[src/rtl/base64_lenient_decoder_core_macros.svh]
// Assertion macros for the lenient Base64 decoder.
// Included by the top level; expects clk and rst_n in the including scope.
`ifndef BASE64_LENIENT_DECODER_CORE_MACROS_SVH
`define BASE64_LENIENT_DECODER_CORE_MACROS_SVH

// Same-cycle implication, checked out of reset.
`define B64LD_ASSERT_NOW(label, ante, cons) \
    label: assert property (@(posedge clk) disable iff (!rst_n) (ante) |-> (cons)) \
        else $error("b64ld check failed: same-cycle rule");

// Next-cycle implication, checked out of reset.
`define B64LD_ASSERT_NEXT(label, ante, cons) \
    label: assert property (@(posedge clk) disable iff (!rst_n) (ante) |=> (cons)) \
        else $error("b64ld check failed: next-cycle rule");

`endif

[src/rtl/b64ld_pkg.sv]
// Shared types, constants and the symbol mapping of the lenient Base64 decoder.
// No dependencies; used by the decode logic, the top level and the testbench.
package b64ld_pkg;

    localparam int unsigned CountWidth = 24;
    localparam logic [CountWidth-1:0] COUNT_MAX = 24'hFF_FFFF;
    localparam logic [CountWidth-1:0] CAPACITY_RESET = 24'hFF_FFFF;

    // Configuration port geometry
    localparam int unsigned AddrWidth = 3;
    localparam logic REG_CAPACITY = 1'b0;

    // Position of a symbol within its group of four
    localparam logic [1:0] PHASE_FIRST  = 2'd0;
    localparam logic [1:0] PHASE_SECOND = 2'd1;
    localparam logic [1:0] PHASE_THIRD  = 2'd2;
    localparam logic [1:0] PHASE_FOURTH = 2'd3;

    typedef logic [CountWidth-1:0] count_t;

    typedef struct packed {
        logic       valid;
        logic [5:0] value;
    } sym_t;

    // Result of one character applied to the group state
    typedef struct packed {
        logic       have_byte;
        logic [7:0] data;
        logic [1:0] phase_next;
        logic [5:0] partial_next;
    } step_t;

    // Map a raw character to its 6-bit symbol; both alphabets are accepted.
    function automatic sym_t symbol_of(input logic [7:0] ch);
        sym_t       s;
        logic [7:0] d;
        s = '{valid: 1'b0, value: 6'd0};
        d = 8'd0;
        if (ch >= 8'h41 && ch <= 8'h5A)
        begin
            d = ch - 8'h41;
            s = '{valid: 1'b1, value: d[5:0]};
        end
        else if (ch >= 8'h61 && ch <= 8'h7A)
        begin
            d = ch - 8'h61 + 8'd26;
            s = '{valid: 1'b1, value: d[5:0]};
        end
        else if (ch >= 8'h30 && ch <= 8'h39)
        begin
            d = ch - 8'h30 + 8'd52;
            s = '{valid: 1'b1, value: d[5:0]};
        end
        else if (ch == 8'h2B || ch == 8'h2D)
        begin
            s = '{valid: 1'b1, value: 6'd62};
        end
        else if (ch == 8'h2F || ch == 8'h5F)
        begin
            s = '{valid: 1'b1, value: 6'd63};
        end
        return s;
    endfunction

endpackage

[src/rtl/b64ld_in_if.sv]
// Character channel of the lenient Base64 decoder: valid/ready plus payload.
// Depends on nothing else.
interface b64ld_in_if;
    logic       valid;
    logic       ready;
    logic [7:0] text_char;
    logic       end_of_text;

    modport source (output valid, output text_char, output end_of_text, input ready);
    modport sink (input valid, input text_char, input end_of_text, output ready);
endinterface

[src/rtl/b64ld_out_if.sv]
// Result channel of the lenient Base64 decoder: valid/ready plus payload.
// Depends on nothing else.
interface b64ld_out_if;
    logic        valid;
    logic        ready;
    logic [7:0]  data_byte;
    logic        byte_valid;
    logic        within_buffer;
    logic [23:0] bytes_decoded;
    logic        text_done;

    modport source (output valid, output data_byte, output byte_valid,
                    output within_buffer, output bytes_decoded, output text_done,
                    input ready);
    modport sink (input valid, input data_byte, input byte_valid,
                  input within_buffer, input bytes_decoded, input text_done,
                  output ready);
endinterface

[src/rtl/b64ld_decode.sv]
// Symbol mapping and byte assembly for one character of the Base64 text.
// Depends on b64ld_pkg for the symbol function, phase codes and step_t.
module b64ld_decode
(
    input  logic [7:0]        ch,
    input  logic [1:0]        phase,
    input  logic [5:0]        partial,
    output b64ld_pkg::step_t  step
);

    b64ld_pkg::sym_t sym;

    assign sym = b64ld_pkg::symbol_of(ch);

    // Place the new symbol's bits against those left over from the group
    always_comb
    begin
        step.have_byte    = 1'b0;
        step.data         = 8'd0;
        step.phase_next   = phase;
        step.partial_next = partial;
        if (sym.valid)
        begin
            step.phase_next = phase + 2'd1;
            case (phase)
                b64ld_pkg::PHASE_FIRST:
                begin
                    step.partial_next = sym.value;
                end
                b64ld_pkg::PHASE_SECOND:
                begin
                    step.have_byte    = 1'b1;
                    step.data         = {partial, sym.value[5:4]};
                    step.partial_next = {2'b00, sym.value[3:0]};
                end
                b64ld_pkg::PHASE_THIRD:
                begin
                    step.have_byte    = 1'b1;
                    step.data         = {partial[3:0], sym.value[5:2]};
                    step.partial_next = {4'b0000, sym.value[1:0]};
                end
                b64ld_pkg::PHASE_FOURTH:
                begin
                    step.have_byte    = 1'b1;
                    step.data         = {partial[1:0], sym.value};
                    step.partial_next = 6'd0;
                end
                default:
                begin
                    step.partial_next = partial;
                end
            endcase
        end
    end

endmodule

[src/rtl/base64_lenient_decoder_core.sv]
// Lenient Base64 decoder top level: input stage, group state, byte counter, result register.
// Depends on b64ld_pkg, b64ld_in_if, b64ld_out_if, b64ld_decode and the macros header.
//
// Usage:
//   text    : one character word per handshake (text_char, end_of_text).
//   result  : one word for each character that completes a byte or ends the text;
//             characters outside both Base64 alphabets, padding included, give none unless they end the text.
//   APB     : buffer_capacity at byte address 0, written when psel, penable, pwrite
//             and pready are high; write it only while the decoder is idle.
// Path: an accepted character is held in the input register, and its result is
//   loaded into the result register when the character leaves the input register.
// Throughput: one character per cycle while no stall holds the input register; the
//   symbol decode and the 24-bit count compare and increment are combinational between the two registers.
// Reset: group position, partial bits and byte count go to zero and the capacity
//   to 0xFFFFFF; both registers are empty.
// Stall: while the result register is full and not taken, a character that would
//   give a result waits in the input register and text.ready falls; characters
//   giving no result still pass through and update the group state.
`include "base64_lenient_decoder_core_macros.svh"

module base64_lenient_decoder_core
(
    input  logic                             clk,
    input  logic                             rst_n,
    input  logic                             psel,
    input  logic                             penable,
    input  logic                             pwrite,
    input  logic [b64ld_pkg::AddrWidth-1:0]  paddr,
    input  logic [31:0]                      pwdata,
    output logic [31:0]                      prdata,
    output logic                             pready,
    b64ld_in_if.sink                         text,
    b64ld_out_if.source                      result
);

    // Configuration register
    b64ld_pkg::count_t capacity_reg;
    b64ld_pkg::count_t capacity_next;

    // Input register
    logic       s1_valid_reg;
    logic       s1_valid_next;
    logic [7:0] s1_char_reg;
    logic       s1_eot_reg;

    // Group and count state
    logic [1:0]        phase_reg;
    logic [1:0]        phase_next;
    logic [5:0]        partial_reg;
    logic [5:0]        partial_next;
    b64ld_pkg::count_t count_reg;
    b64ld_pkg::count_t count_next;

    // Result register
    logic              out_valid_reg;
    logic              out_valid_next;
    logic [7:0]        out_data_reg;
    logic              out_byte_reg;
    logic              out_fits_reg;
    b64ld_pkg::count_t out_count_reg;
    logic              out_done_reg;

    b64ld_pkg::step_t  step;
    logic              emit;
    logic              out_free;
    logic              s1_go;
    logic              accept;
    logic              cfg_write;
    logic              fits;
    b64ld_pkg::count_t count_inc;

    // APB access: always ready, one register
    assign pready    = 1'b1;
    assign cfg_write = psel && penable && pwrite && pready
                       && (paddr[b64ld_pkg::AddrWidth-1] == b64ld_pkg::REG_CAPACITY);
    assign capacity_next = cfg_write ? pwdata[b64ld_pkg::CountWidth-1:0] : capacity_reg;

    always_comb
    begin
        prdata = 32'd0;
        if (paddr[b64ld_pkg::AddrWidth-1] == b64ld_pkg::REG_CAPACITY)
        begin
            prdata = {8'd0, capacity_reg};
        end
    end

    // Decode the held character against the group state
    b64ld_decode u_decode
    (
        .ch      (s1_char_reg),
        .phase   (phase_reg),
        .partial (partial_reg),
        .step    (step)
    );

    // Handshake between the input register and the result register
    assign emit     = step.have_byte || s1_eot_reg;
    assign out_free = !out_valid_reg || result.ready;
    assign s1_go    = s1_valid_reg && (out_free || !emit);
    assign text.ready = !s1_valid_reg || s1_go;
    assign accept   = text.valid && text.ready;
    assign s1_valid_next = accept || (s1_valid_reg && !s1_go);

    // Byte index check and saturating count
    assign fits      = count_reg < capacity_reg;
    assign count_inc = (step.have_byte && (count_reg != b64ld_pkg::COUNT_MAX))
                       ? count_reg + b64ld_pkg::count_t'(1) : count_reg;

    always_comb
    begin
        phase_next   = phase_reg;
        partial_next = partial_reg;
        count_next   = count_reg;
        if (s1_go)
        begin
            if (s1_eot_reg)
            begin
                phase_next   = b64ld_pkg::PHASE_FIRST;
                partial_next = 6'd0;
                count_next   = '0;
            end
            else
            begin
                phase_next   = step.phase_next;
                partial_next = step.partial_next;
                count_next   = count_inc;
            end
        end
    end

    assign out_valid_next = (s1_go && emit) ? 1'b1 : (result.ready ? 1'b0 : out_valid_reg);

    // Control state
    always_ff @(posedge clk or negedge rst_n)
    begin
        if (!rst_n)
        begin
            capacity_reg  <= b64ld_pkg::CAPACITY_RESET;
            s1_valid_reg  <= 1'b0;
            phase_reg     <= b64ld_pkg::PHASE_FIRST;
            partial_reg   <= 6'd0;
            count_reg     <= '0;
            out_valid_reg <= 1'b0;
        end
        else
        begin
            capacity_reg  <= capacity_next;
            s1_valid_reg  <= s1_valid_next;
            phase_reg     <= phase_next;
            partial_reg   <= partial_next;
            count_reg     <= count_next;
            out_valid_reg <= out_valid_next;
        end
    end

    // Payload registers
    always_ff @(posedge clk)
    begin
        if (accept)
        begin
            s1_char_reg <= text.text_char;
            s1_eot_reg  <= text.end_of_text;
        end
        if (s1_go && emit)
        begin
            out_data_reg  <= step.have_byte ? step.data : 8'd0;
            out_byte_reg  <= step.have_byte;
            out_fits_reg  <= step.have_byte && fits;
            out_count_reg <= count_inc;
            out_done_reg  <= s1_eot_reg;
        end
    end

    assign result.valid         = out_valid_reg;
    assign result.data_byte     = out_data_reg;
    assign result.byte_valid    = out_byte_reg;
    assign result.within_buffer = out_fits_reg;
    assign result.bytes_decoded = out_count_reg;
    assign result.text_done     = out_done_reg;

    // Checks on the decoder's own behaviour
    `B64LD_ASSERT_NOW(a_word_has_cause, out_valid_reg, out_byte_reg || out_done_reg)
    `B64LD_ASSERT_NOW(a_fits_needs_byte, out_valid_reg && out_fits_reg, out_byte_reg)
    `B64LD_ASSERT_NOW(a_no_byte_zero_data, out_valid_reg && !out_byte_reg, out_data_reg == 8'd0)
    `B64LD_ASSERT_NEXT(a_end_clears, s1_go && s1_eot_reg,
        phase_reg == b64ld_pkg::PHASE_FIRST && partial_reg == 6'd0 && count_reg == '0)

endmodule

[src/flat_wrapper.sv]
// flat-port wrapper written by rule: the top's interface ports become plain ports
module base64_lenient_decoder_core_flat 
  (clk, rst_n, psel, penable, pwrite, paddr, pwdata, prdata, pready, text_valid, text_text_char, text_end_of_text, text_ready, result_valid, result_data_byte, result_byte_valid, result_within_buffer, result_bytes_decoded, result_text_done, result_ready);
  b64ld_in_if text_i ();
  b64ld_out_if result_i ();
  input  logic clk;
  input  logic rst_n;
  input  logic psel;
  input  logic penable;
  input  logic pwrite;
  input  logic [b64ld_pkg::AddrWidth-1:0] paddr;
  input  logic [31:0] pwdata;
  output logic [31:0] prdata;
  output logic pready;
  input wire logic [$bits(text_i.valid)-1:0] text_valid;
  input wire logic [$bits(text_i.text_char)-1:0] text_text_char;
  input wire logic [$bits(text_i.end_of_text)-1:0] text_end_of_text;
  output wire logic [$bits(text_i.ready)-1:0] text_ready;
  output wire logic [$bits(result_i.valid)-1:0] result_valid;
  output wire logic [$bits(result_i.data_byte)-1:0] result_data_byte;
  output wire logic [$bits(result_i.byte_valid)-1:0] result_byte_valid;
  output wire logic [$bits(result_i.within_buffer)-1:0] result_within_buffer;
  output wire logic [$bits(result_i.bytes_decoded)-1:0] result_bytes_decoded;
  output wire logic [$bits(result_i.text_done)-1:0] result_text_done;
  input wire logic [$bits(result_i.ready)-1:0] result_ready;
  assign text_i.valid = text_valid;
  assign text_i.text_char = text_text_char;
  assign text_i.end_of_text = text_end_of_text;
  assign text_ready = text_i.ready;
  assign result_valid = result_i.valid;
  assign result_data_byte = result_i.data_byte;
  assign result_byte_valid = result_i.byte_valid;
  assign result_within_buffer = result_i.within_buffer;
  assign result_bytes_decoded = result_i.bytes_decoded;
  assign result_text_done = result_i.text_done;
  assign result_i.ready = result_ready;
  base64_lenient_decoder_core u_core (.clk(clk), .rst_n(rst_n), .psel(psel), .penable(penable), .pwrite(pwrite), .paddr(paddr), .pwdata(pwdata), .prdata(prdata), .pready(pready), .text(text_i), .result(result_i));
endmodule
[config.mk]
export PLATFORM = sky130hd
export DESIGN_NAME = base64_lenient_decoder_core_flat
export DESIGN_NICKNAME = d
export VERILOG_FILES = /design/src/rtl/b64ld_pkg.sv /design/src/rtl/b64ld_in_if.sv /design/src/rtl/b64ld_out_if.sv /design/src/rtl/b64ld_decode.sv /design/src/rtl/base64_lenient_decoder_core.sv /design/src/flat_wrapper.sv
export VERILOG_INCLUDE_DIRS = /design/src /design/src/rtl
export SDC_FILE = /design/constraint.sdc
export NUM_CORES = 1
export LEC_CHECK = 0
export ABC_AREA = 0
export BUFFER_PORTS_ARGS = -buffer_cell sky130_fd_sc_hd__buf_2
export CAP_MARGIN = 20
export CORE_MARGIN = 4
export CORE_UTILIZATION = 40
export DETAILED_ROUTE_END_ITERATION = 16
export PLACE_DENSITY = 0.75
export SETUP_SLACK_MARGIN = 0.4
export SLEW_MARGIN = 20
export SYNTH_ARGS = -nofsm -noshare
export SYNTH_HDL_FRONTEND = slang
export SYNTH_SLANG_ARGS = --single-unit
[constraint.sdc]
create_clock -name clk -period 4.3 [get_ports clk]
set_clock_uncertainty 0.05 [all_clocks]
set_input_delay 0.86 -clock clk [delete_from_list [all_inputs] [get_ports clk]]
set_output_delay 0.86 -clock clk [all_outputs]
set_load 0.02 [all_outputs]
==> results of run 1 <==
==> cells in the mapped netlist, types with 3 or more instances <==
cell / n
or4_1: 4
buf_2: 4
a41oi_1: 3
a21o_1: 9
dfrtp_1: 34
and2_1: 7
mux2_2: 25
a31oi_1: 10
nand3_1: 20
and4_1: 3
o21ai_0: 40
inv_1: 36
nand2_1: 44
a222oi_1: 4
xnor2_1: 20
nor2_1: 46
or3_1: 4
nor3_1: 6
xor2_1: 7
a32oi_1: 3
clkbuf_1: 21
and3_1: 8
nor2b_1: 6
buf_6: 3
o31ai_1: 18
ha_1: 37
a21oi_1: 17
o211ai_1: 3
buf_4: 9
nor4_1: 6
nand2b_1: 10
nand4_1: 14
buf_1: 3
edfxtp_1: 44
dfstp_2: 24
==> through the flow <==
stage	setup WS, ns	cells	cell area (sq um)	util, %
CTS	0.4905	874	7010	47.69
floorplan	0.4125	603	6077	-
detailed placement	0.6212	856	6679	45.44
global route	0.4328	876	7043	47.91
finish	0.6177	876	7043	47.91
global placement	0.7160	856	6679	45.44
==> logic make-up (layout without fill, tap and decap cells) <==
logic type               after synthesis  count (layout)  share of synthesized area, %
multiplexers                          26              26                         4.820
flip-flops                           102             102                         46.34
buffers and inverters                 76             165                         5.730
XOR/XNOR                              27              27                         3.910
other                                  2               9                        0.1242
AO/OA/AOI/OAI                        138             138                         15.39
AND/OR/NAND/NOR                      188             188                         16.03
adder cells (fa/ha/maj)               37              37                         7.654
==> repair_timing <==
item                       CTS  global route
setup endpoints to repair    1             1
gates resized for setup      0             5
hold buffers                 0             0
hold endpoints to repair     0             0
setup buffers                2             2
==> routing by layer <==
metal | routed length [microns] | global-route usage [%] | part of all wire (%) | up-vias
met2 | 6659 | 25.42 | 47 | 180
met1 | 6306 | 23.72 | 44 | 2310
met5 | 0 | 0 | 0 | -
met4 | 332 | 6.473 | 2.3 | 0
met3 | 951 | 3.537 | 6.7 | 28
li1 | - | - | - | 2348
==> layout make-up <==
class	instances	area, sq um
multi-input cells	425	2950
inverters	36	135.1
clock buffers	11	254.0
repair buffers	113	608.1
flip-flops and latches	102	2803
well taps	184	230.2
fillers	1338	7656
clock inverters	5	62.56
==> worst max-delay path by stage <==
| stage | to | slack (ns) | cells past startpoint |
|---|---|---|---|
| after floorplan | u_core.result.byte_valid$_DFFE_PP_ | 0.41 | 13 |
| after global placement | u_core.result.bytes_decoded[9]$_DFFE_PP_ | 0.72 | 11 |
| after detailed placement | u_core.result.bytes_decoded[9]$_DFFE_PP_ | 0.62 | 11 |
| after CTS | text_ready | 0.49 | 9 |
| after global routing | text_ready | 0.43 | 10 |
| final | text_ready | 0.62 | 10 |
==> worst register-to-register path, cell delays in order (launching register included) <==
cell,delay (ns)
edfxtp_1,0.50
inv_1,0.20
ha_1,0.29
nand2b_1,0.09
a21oi_1,0.10
a211o_1,0.36
a31o_1,0.22
inv_1,0.06
buf_4,0.36
nor2_1,0.14
nor2_4,0.51
buf_12,0.24
==> where the power goes <==
part / total, W / internal (W) / leakage, nW / switching, W
clock network: 0.000872 / 0.000493 / 0.156 / 0.000379
registers: 0.00120 / 0.00115 / 1.15 / 0.0000568
logic: 0.000494 / 0.000186 / 1.82 / 0.000308
total: 0.00257 / 0.00182 / 3.13 / 0.000745
==> placed cells by master, fill, tap and decap left out, drive strengths merged, types with 8 or more instances in the layout <==
master / Yosys / routed
inv: 36 / 39
ha: 37 / 37
o21ai: 42 / 42
nand4: 14 / 14
a31oi: 10 / 10
and3: 8 / 8
buf: 19 / 113
nor2: 46 / 46
dfstp: 24 / 24
mux2: 25 / 25
a21oi: 17 / 17
o31ai: 18 / 18
nand2: 44 / 44
nand3: 20 / 20
clkbuf: 21 / 11
dfrtp: 34 / 34
edfxtp: 44 / 44
nand2b: 10 / 10
conb: 2 / 9
xnor2: 20 / 20
a21o: 9 / 9
==> metrics.txt, run 1 <==
GR Util All Layers 16.82%; Leak 3.128 nW; Worst-Margin Slew 1.069 ns; Die Width 131.0 microns; Synth top area share 21.85%; Max H-tree Level 3; Reg2Reg Launch Point u_core.s1_char_reg[0]$_DFFE_PP_; RePlAce Congestion 0.8604; hold path endpoint u_core.partial_reg[4]$_DFFE_PN0P_; Total Nets Final 775; Area contributors post-synth edfxtp_1 22%, dfrtp_1 14%, dfstp_2 10%; Wirelength per Cell 16.27 microns; status finished, final reports clean; GRT overflow 0; CTS buffer count 9; final hold vios 0; number of global-route vias before repair 4592; Rows 44; Power, Total 0.002569 W; CP Class reg -> out; I/O Pins 121; CP startpoint u_core.s1_char_reg[0]$_DFFE_PP_; syn_area_per_cell 10.15 sq um; Setup TNS Final 0 ns; Reg clk slew, reported paths 0.07 ns; largest net degree at the start of global routing 40; diode count 0; Top Family by Delay on Critical Path compound AO/OA/AOI/OAI gates; Final HPWL DP 10190 microns; hold_ws 0.4538 ns; CTS root buffer clkbuf_16; routed vias/inst 5.555; initial antenna violation count 0; Syn Inst Count 596; synthesis warning total 0; antenna-violating nets left 0; CP peak stage delay 0.50 ns; Slew Limit Fails 0; DRT Pass-1 Iters 7; crit path buf inv count 3; reg2reg path depth 11; CTS tree built; worst hold path type reg -> reg; Yosys top cell by area edfxtp_1; crit-path cells inv_1 > ha_1 > nand2b_1 > a21oi_1 > a211o_1 > a31o_1 > inv_1 > o21ai_0 > or2_2 > buf_2; Fmax 271.6 MHz; DR vias 4866; Slew HR 28.71%; core footprint 0.01470 sq mm; final WL 14250 microns; ys flop type edfxtp_1; PwrDens 364.7 mW/mm^2; share of post-route cells with drive strength above 1 27.46%; synth-to-layout area growth 16.45%; Seq/Total Area, Yosys 46.34%; first-pass GRT wire length 22960 microns; CP max FO 7; worst-skew pair later-pin latency 0.35 ns; min-delay src u_core.partial_reg[4]$_DFFE_PN0P_; worst vdd ir 179.4 uV; endpoints failing setup 0; maximum clock path buffer count 2; Final Critical Period 3.682 ns; RSZ-0062 raised after global routing no; FF-to-FF setup slack 0.90 ns; Worst setup SP type register; clock sink count 102; hold depth 2; Initial Util 41.15%; terminus of the critical flop-to-flop path u_core.result.data_byte[2]$_SDFFCE_PN0P_; Crit path required time 3.39 ns; Cell variety after synth 70; Crit-path slowest cell edfxtp_1; CP arrival 2.77 ns; Seq cells post-synth 102; DRC viols 0; Post-synth EDFFs 44; Iteration-0 DRC Markers 406; crit path capture type output pin; height of the die 131.0 microns; Final Cycle Share 85.64%; Die ar. 0.01715 sq mm; crit-path most repeated cell inv_1; Async SR Flop Fraction 56.86%; mapped cell area 0.006048 sq mm; Port Buffers 101; max_cap viols 0
Power figures use the tool's default switching activity.
==> inputs of run 2 (changes only) <==
--- a/config.mk
+++ b/config.mk
@@ -12,7 +12,7 @@
 export CORE_MARGIN = 4
 export CORE_UTILIZATION = 40
 export DETAILED_ROUTE_END_ITERATION = 16
-export PLACE_DENSITY = 0.75
+export PLACE_DENSITY_LB_ADDON = 0.25
 export SETUP_SLACK_MARGIN = 0.4
 export SLEW_MARGIN = 20
 export SYNTH_ARGS = -nofsm -noshare
==> constraint.sdc (replaced) <==
create_clock -name clk -period 4.5 [get_ports clk]
set_clock_uncertainty 0.05 [all_clocks]
set_input_delay 0.9 -clock clk [delete_from_list [all_inputs] [get_ports clk]]
set_output_delay 0.9 -clock clk [all_outputs]
set_load 0.02 [all_outputs]
==> metrics.txt, run 2 (synthesis gave the netlist of run 1 again) <==
Final Cycle Share 85.87%; Iteration-0 DRC Markers 335 (-17%); first-pass GRT wire length 23270 microns (+1.4%); CTS tree built; share of post-route cells with drive strength above 1 26.52% (-0.93 points); CTS root buffer clkbuf_16; worst hold path type reg -> reg; CTS buffer count 9 (unchanged); largest net degree at the start of global routing 40 (unchanged); Worst-Margin Slew 0.9743 ns (-0.09502 ns); hold path endpoint u_core.partial_reg[5]$_DFFE_PN0P_; endpoints failing setup 0 (unchanged); hold depth 2 (unchanged); CP arrival 2.91 ns (+0.14 ns); min-delay src u_core.partial_reg[5]$_DFFE_PN0P_; combinational share of power 19.6% (+0.4 points); crit path capture type output pin; CP Class reg -> out; status finished, final reports clean; terminus of the critical flop-to-flop path u_core.count_reg[16]$_DFFE_PN0P_; Leak 3.104 nW (-0.76%); Rows 44 (unchanged); RSZ-0062 raised after global routing no; RePlAce Congestion 0.8338 (-3.1%); DRT Pass-1 Iters 7 (unchanged); Crit-path slowest cell edfxtp_1; Die ar. 0.01715 sq mm (unchanged); Total Nets Final 773 (-0.26%); most frequent cells in the layout 101 x buf_2, 45 x nor2_1, 44 x nand2_1, 44 x edfxtp_1, 40 x o21ai_0; Port Buffers 101 (unchanged); Slew Limit Fails 0 (unchanged); Reg2Reg Launch Point u_core.s1_char_reg[3]$_DFFE_PP_; Setup TNS Final 0 ns (unchanged); commonest non-fill, non-tap cell in the layout buf_2; placed insts 857 (+0.12%); internal power 0.001701 W (-6.7%); Slew HR 35.04% (+6.3 points); crit-path cells ha_1 > a21oi_1 > o31ai_1 > a211o_1 > a31o_1 > inv_1 > o21ai_0 > or2_2 > buf_2; Max H-tree Level 3 (unchanged); Die Width 131.0 microns (unchanged); synth-to-layout area growth 15.39%; Crit path required time 3.55 ns (+0.16 ns); Fmax 258.8 MHz; reg2reg path depth 10 (-1); core footprint 0.01470 sq mm (unchanged); GRT overflow 0 (unchanged); Wirelength per Cell 16.53 microns (+1.6%); sw power 0.0006968 W (-6.4%); FF-to-FF setup slack 0.99 ns (+0.09 ns); Reg clk slew, reported paths 0.07 ns (about the same); final hold vios 0 (unchanged); maximum clock path buffer count 2 (unchanged); Final Critical Period 3.864 ns; initial antenna violation count 0 (unchanged); DRC viols 0 (unchanged); PwrDens 343.6 mW/mm^2 (-5.8%); height of the die 131.0 microns (unchanged); GR Util All Layers 17.11% (+0.29 points); routed vias/inst 5.547 (-0.14%); Initial Util 41.15% (unchanged); I/O Pins 121 (unchanged); switching part of the total 29.06% (+0.073 points); Clock power frac 32.7% (-1.3 points); diode count 0 (unchanged); CP startpoint u_core.s1_char_reg[3]$_DFFE_PP_; Final HPWL DP 10620 microns (+4.2%); DR vias 4848 (-0.37%); worst vdd ir 171.5 uV (-4.4%); clock sink count 102 (unchanged); Worst setup SP type register; fin cells 874 (-0.23%); antenna-violating nets left 0 (unchanged); max_cap viols 0 (unchanged); Post-CTS Hold Fix Bufs 0 (unchanged); final WL 14450 microns (+1.4%); worst-skew pair later-pin latency 0.35 ns (about the same); CP peak stage delay 0.53 ns (+0.03 ns); number of global-route vias before repair 4662 (+1.5%); Flop pwr share 47.8% (+1.0 points); CP max FO 10 (+3)
[run 2: power groups by stage]
stage | registers, W | logic, W | clock network (W)
after CTS | 0.00115 | 0.000473 | 0.000808
after detailed placement | 0.00116 | 0.000472 | 0
after global routing | 0.00116 | 0.000525 | 0.000848
after global placement | 0.00116 | 0.000459 | 0
after floorplan | 0.00118 | 0.000301 | 0
final | 0.00115 | 0.000469 | 0.000784
[run 2: worst max path at each step]
stage                     slack, ns                            endpoint
after floorplan                0.61  u_core.result.byte_valid$_DFFE_PP_
after global placement         0.89                          text_ready
after detailed placement       0.83                          text_ready
after CTS                      0.45                          text_ready
after global routing           0.46                          text_ready
final                          0.64                          text_ready
[run 2: final cells by class]
class,instances,area (sq um)
well taps,184,230.2
clock buffers,9,225.2
clock inverters,7,72.57
multi-input cells,425,2933
inverters,36,135.1
fillers,1373,7720
flip-flops and latches,102,2803
repair buffers,111,580.6
[run 2: what timing repair did]
item                       4_1_cts  5_1_grt
setup endpoints to repair        0        1
setup buffers                    0        1
resized for setup                0        0
[run 2: per-layer routing]
metal	vias to the layer above	part of all wire, %	track usage (%)
met5	-	0	0
met4	0	1.2	5.142
met2	125	48	27.90
met3	14	4.7	2.398
li1	2338	-	-
met1	2371	46	23.72
[run 2: stage by stage]
| stage | instance area (sq um) | utilization (%) | power (W) | worst slack, ns | hold WS, ns |
|---|---|---|---|---|---|
| after global placement | 6674 | 45.40 | 0.001619 | 0.8924 | 0.4265 |
| after floorplan | 6077 | - | 0.001480 | 0.6125 | 0.3886 |
| after global routing | 6979 | 47.48 | 0.002529 | 0.4569 | 0.4767 |
| final | 6979 | 47.48 | 0.002398 | 0.6357 | 0.4504 |
| after CTS | 6972 | 47.43 | 0.002428 | 0.4456 | 0.4582 |
| after detailed placement | 6674 | 45.40 | 0.001636 | 0.8337 | 0.4424 |
[run 2: worst max-delay path: cells and delay by family, from the launching register on]
| kind | cells | cell delay (ns) |
|---|---|---|
| AOI/OAI and AO/OA | 5 | 1.10 |
| DFF | 1 | 0.53 |
| adders and majority gates | 1 | 0.36 |
| and+or+nand+nor | 1 | 0.34 |
| buffers and inverters | 2 | 0.24 |
